File: config.mk
export PLATFORM = sky130hd
export DESIGN_NAME = rsqs_ram
export DESIGN_NICKNAME = d
export VERILOG_FILES = /design/src/rtl/rsqs_ram.sv
export SDC_FILE = /design/constraint.sdc
export NUM_CORES = 1
export LEC_CHECK = 0
export ABC_AREA = 0
export BUFFER_PORTS_ARGS = -buffer_cell sky130_fd_sc_hd__buf_2
export CAP_MARGIN = 0
export CORE_MARGIN = 10
export CORE_UTILIZATION = 54
export DETAILED_ROUTE_END_ITERATION = 6
export PLACE_DENSITY = 0.74
export SYNTH_ARGS = -nofsm -noshare
export SYNTH_HDL_FRONTEND = slang
export SYNTH_SLANG_ARGS = --single-unit
File: constraint.sdc
create_clock -name clk -period 1.9 [get_ports clk]
set_input_delay 0.38 -clock clk [delete_from_list [all_inputs] [get_ports clk]]
set_output_delay 0.38 -clock clk [all_outputs]
set_load 0.01 [all_outputs]
File: src/rtl/rsqs_ram.sv
// Generic single-write, single-read synchronous RAM with registered read data.
// Standalone; no package dependency.
module rsqs_ram #(
	parameter int WIDTH = 8,
	parameter int DEPTH = 16
) (
	input  logic                     clk,
	input  logic                     we,
	input  logic [$clog2(DEPTH)-1:0] waddr,
	input  logic [WIDTH-1:0]         wdata,
	input  logic [$clog2(DEPTH)-1:0] raddr,
	output logic [WIDTH-1:0]         rdata
);

	logic [WIDTH-1:0] mem [DEPTH];

	always_ff @(posedge clk) begin
		if (we) begin
			mem[waddr] <= wdata;
		end
		rdata <= mem[raddr];
	end

endmodule

Yosys cells after proc, flatten, opt, wreduce, memory -nomap -nowiden
Memory sizes are Yosys's and may differ from the RTL's. A register that Yosys moved wholly into a read port is not among the register bits.
Index checks and enable logic that the tools add are counted.
- multiplexer cells: 2
- operator list (kind ; count):
    2-to-1 mux 1 bit ; 2
- logic and storage cells: 3
- bits in registers: 0
- memories kept: 1
- RAM bits: 128
- memories (memory ; words ; width ; read ports ; clocked after memory_dff ; wr ports ; RTL line ; text):
    mem ; 16 ; 8 ; 1 ; 1 ; 1 ; 15 ; logic [WIDTH-1:0] mem [DEPTH];

Logic depth before layout (Yosys ltp)
- depth after elaboration: 2
- gate-level depth with buffers: 5
- gate-level depth less buffers: 3

Worst setup path after synthesis
No wires, ideal clock.
- path type: input to register
- start: input waddr[2]
- end: memory mem[0][0] (enable)
- arrival: 1490 ps
- data required time: 1517 ps
- setup time: 383 ps
- path slack: 27 ps
- stages on the path: 2
- path buffers: 0
- cell sequence: or3b_2 > nor3_1
- RTL lines (element ; RTL line ; text):
    start: declaration ; 9 ; input logic [$clog2(DEPTH)-1:0] waddr,
    end: declaration ; 15 ;
No word-level cell before the write port.

Worst setup path after layout
- start: register rdata[4], read port of mem
- end: output rdata[4]
- RTL lines (element ; RTL line ; text):
    start: declaration ; 12 ; output logic [WIDTH-1:0] rdata
No word-level cell between the ends.

==> results by group <==
Detailed routing
  • Wirelength per Cell: 22.8 um
  • Routed Wire Length: 9710 um
  • Remaining antenna violation count after routing: 0
  • Drt pass-1 iters: 4
  • Vias per cell: 5.66
  • Iter 0 DRT Violations: 215
  • Via count: 2,411
  • Post-route DRC: 0

Timing
  • Final Setup Violations: 0
  • Crit share post-route: 73.9%
  • Min Tclk post-route: 1.40 ns
  • Total negative slack: 0 ns
  • Rel. slew slack: 75.2%
  • F_max: ~0.71 GHz
  • Final hold violation count: 0
  • Worst Tran Pin Value: 0.373 ns
  • Final setup skew: approximately 0.0067 ns
  • RSZ-0062 raised after global routing: false
  • Slew Viols, Final: 0

Cells and area
  • Fillers: 581
  • Final Non-Filler Cells: 426
  • Antenna fix cells: 0
  • Fin nets: between 300 and 400
  • Synthesis-to-layout area growth: 18.7%
  • Ratio of cells with drive above 1 in the final layout: between 30% and 40%

Synthesis
  • Syn Area/Cell: about 22 um^2
  • Post-Synth Simple-Gate Area: 3.18%
  • Post-synthesis mux area share: 15.0%
  • Mapped Cells: 229
  • Number of synthesized register bits: 136
  • Synth Cell Area: 5150 um^2
  • YS warnings: 0
  • Post-synthesis adder-cell area fraction: 0%
  • Post-synthesis compound-gate area fraction: 2.33%
  • Synth Area in XOR/XNOR: 0%
  • Largest family of logic cells by synthesized area: multiplexers
  • Syn Nets: 247
  • Synth unique cells: 19
  • Post-synthesis sequential area ratio: 77.8%

GRT
  • First-pass GRT wire length: ~15,000 um
  • Antenna violations before repair: 0
  • Gr ovfl total: 0
  • Largest net degree at the start of global routing: 33
  • GRT Total Usage: ~15%
  • Vias in the first global route: 2,561

Clocking
  • H-tree levels: 4
  • Post-CTS Resized: 0
  • CTS root buffer: clkbuf_8
  • CTS tree: done
  • Max clock buf depth: 2
  • Worst-Skew Late Latency: around 0.5 ns
  • Worst-path clk slew: 0.06 ns
  • Post-CTS Hold Buffers: 0
  • CTS Buf Count: 17
  • CTS sink count: 136
  • Post-CTS Setup Inserts: 0

Power
  • Peak VDD IR: 0.599 mV
  • PwrDens: 1100 nW/um^2
  • Leak pwr: 2.09 nW

Worst hold path
  • HP Class: input pin to register

Floorplanning
  • Die area: 13,800 um^2
  • Starting density of the core: between 50% and 60%
  • Row count: 35
  • Die Span X: ~120 um
  • Core area: 9240 um^2
  • Ports: 26
  • Die Span Y: around 120 um

Setup path
  • Startpoint Class: register
  • Worst Path Class, Setup: register to output port
  • Critical-path top delay cell: dfxtp_1
  • Worst path buffer plus inverter count: 1
  • Cell Chain, Critical Path: buf_2
  • Crit path max-delay family: flip-flops
  • Worst EP required: 1.52 ns
  • Worst path max stage delay: 0.36 ns
  • Critical Path End Type: output port
  • Max FO, Critical Path: 1
  • CP arrival: 1.02 ns

Place
  • Dpl hpwl: 6080 um
  • Port Buf Inserts: 25
  • Routability cong.: 0.742
  • Placed Cells: 394

Job
  • Max-cap violations: 0

Outcome
  • Status: complete, no violations
==> final timing paths <==
| kind | start | to | slack, ns | cells after the start |
|---|---|---|---|---|
| max | rdata[4]$_DFF_P_ | rdata[4] | 0.50 | 1 |
| min | wdata[5] | mem[12][5]$_DFFE_PP_ | 0.25 | 1 |
| max reg2reg | mem[5][2]$_DFFE_PP_ | rdata[2]$_DFF_P_ | 0.50 | 3 |
| min reg2reg | mem[14][5]$_DFFE_PP_ | rdata[5]$_DFF_P_ | 0.69 | 3 |
==> power by group <==
group | internal, mW | switching [mW] | leakage [nW]
sequential | 3.35 | 0.0208 | 1.22
clock | 1.87 | 1.19 | 0.270
combinational | 0.141 | 0.179 | 0.595
total | 5.36 | 1.39 | 2.09
==> state kept, by name, indices dropped and copies added (netlist names) <==
name,count
mem,128
rdata,8
==> logic make-up after synthesis <==
family | count (synthesis)
buf+inv | 10
flops | 136
compound gates | 16
simple gates | 35
mux | 32
==> synth_stat cells <==
master | n | area, um^2
nand2_1 | 9 | 33.8
nor2b_1 | 1 | 6.26
mux4_1 | 14 | 368
nand3_1 | 1 | 5.00
buf_2 | 3 | 15.0
dfxtp_1 | 8 | 160
nand2b_1 | 2 | 12.5
buf_6 | 3 | 33.8
a22oi_1 | 16 | 120
or3b_2 | 1 | 8.76
edfxtp_1 | 128 | 3840
nor3_1 | 4 | 20.0
buf_4 | 1 | 7.51
nor2_1 | 13 | 48.8
mux4_2 | 18 | 405
clkdlybuf4s25_2 | 3 | 30.0
nand3b_1 | 2 | 15.0
and2b_1 | 1 | 7.51
and2_1 | 1 | 6.26
==> final cells by class <==
type                    instances  area [um^2]  share of cell area (%)
repair buffers                 46          320                    5.24
well taps                     129          161                    2.64
flip-flops and latches        136         4000                    65.5
clock inverters                15          153                    2.50
clock buffers                  17          414                    6.78
multi-input cells              83         1060                    17.3
==> metal layers <==
metal / global-route usage [%] / up-vias / wire length (um)
met4: 5.02 / 0 / 138
met1: 17.8 / 1219 / 3830
li1: - / 1088 / -
met3: 4.80 / 13 / 727
met5: 0 / - / 0
met2: 24.1 / 91 / 5010
==> per-stage QoR <==
| step | hold slack (ns) | power [mW] | setup slack, ns | area (um^2) | util [%] |
|---|---|---|---|---|---|
| after global routing | 0.231 | 6.97 | 0.428 | 6110 | 66.1 |
| after detailed placement | 0.671 | 3.76 | 0.0544 | 5540 | 60.0 |
| after global placement | 0.655 | 3.75 | 0.0742 | 5540 | 60.0 |
| final | 0.247 | 6.75 | 0.495 | 6110 | 66.1 |
| after floorplan | 0.479 | 3.61 | 0.0271 | 5150 | - |
| after CTS | 0.229 | 6.81 | 0.463 | 6110 | 66.1 |
==> cell usage in the layout, fill, tap and decap left out <==
cell and instances:
and2_1 1, nor2b_1 1, clkinv_4 3, clkinv_1 2
inv_6 3, buf_4 18, mux4_2 18, a22oi_1 16
clkinvlp_4 3, nand3_1 1, nor3_1 4, and2b_1 1
edfxtp_1 128, mux4_1 14, nor2_1 13, buf_2 25
or3b_2 1, clkinv_2 2, nand2_1 9, clkbuf_8 1
dfxtp_1 8, buf_12 3, bufinv_16 2, clkbuf_16 16
nand3b_1 2, nand2b_1 2
(Power assumes the default switching activity.)
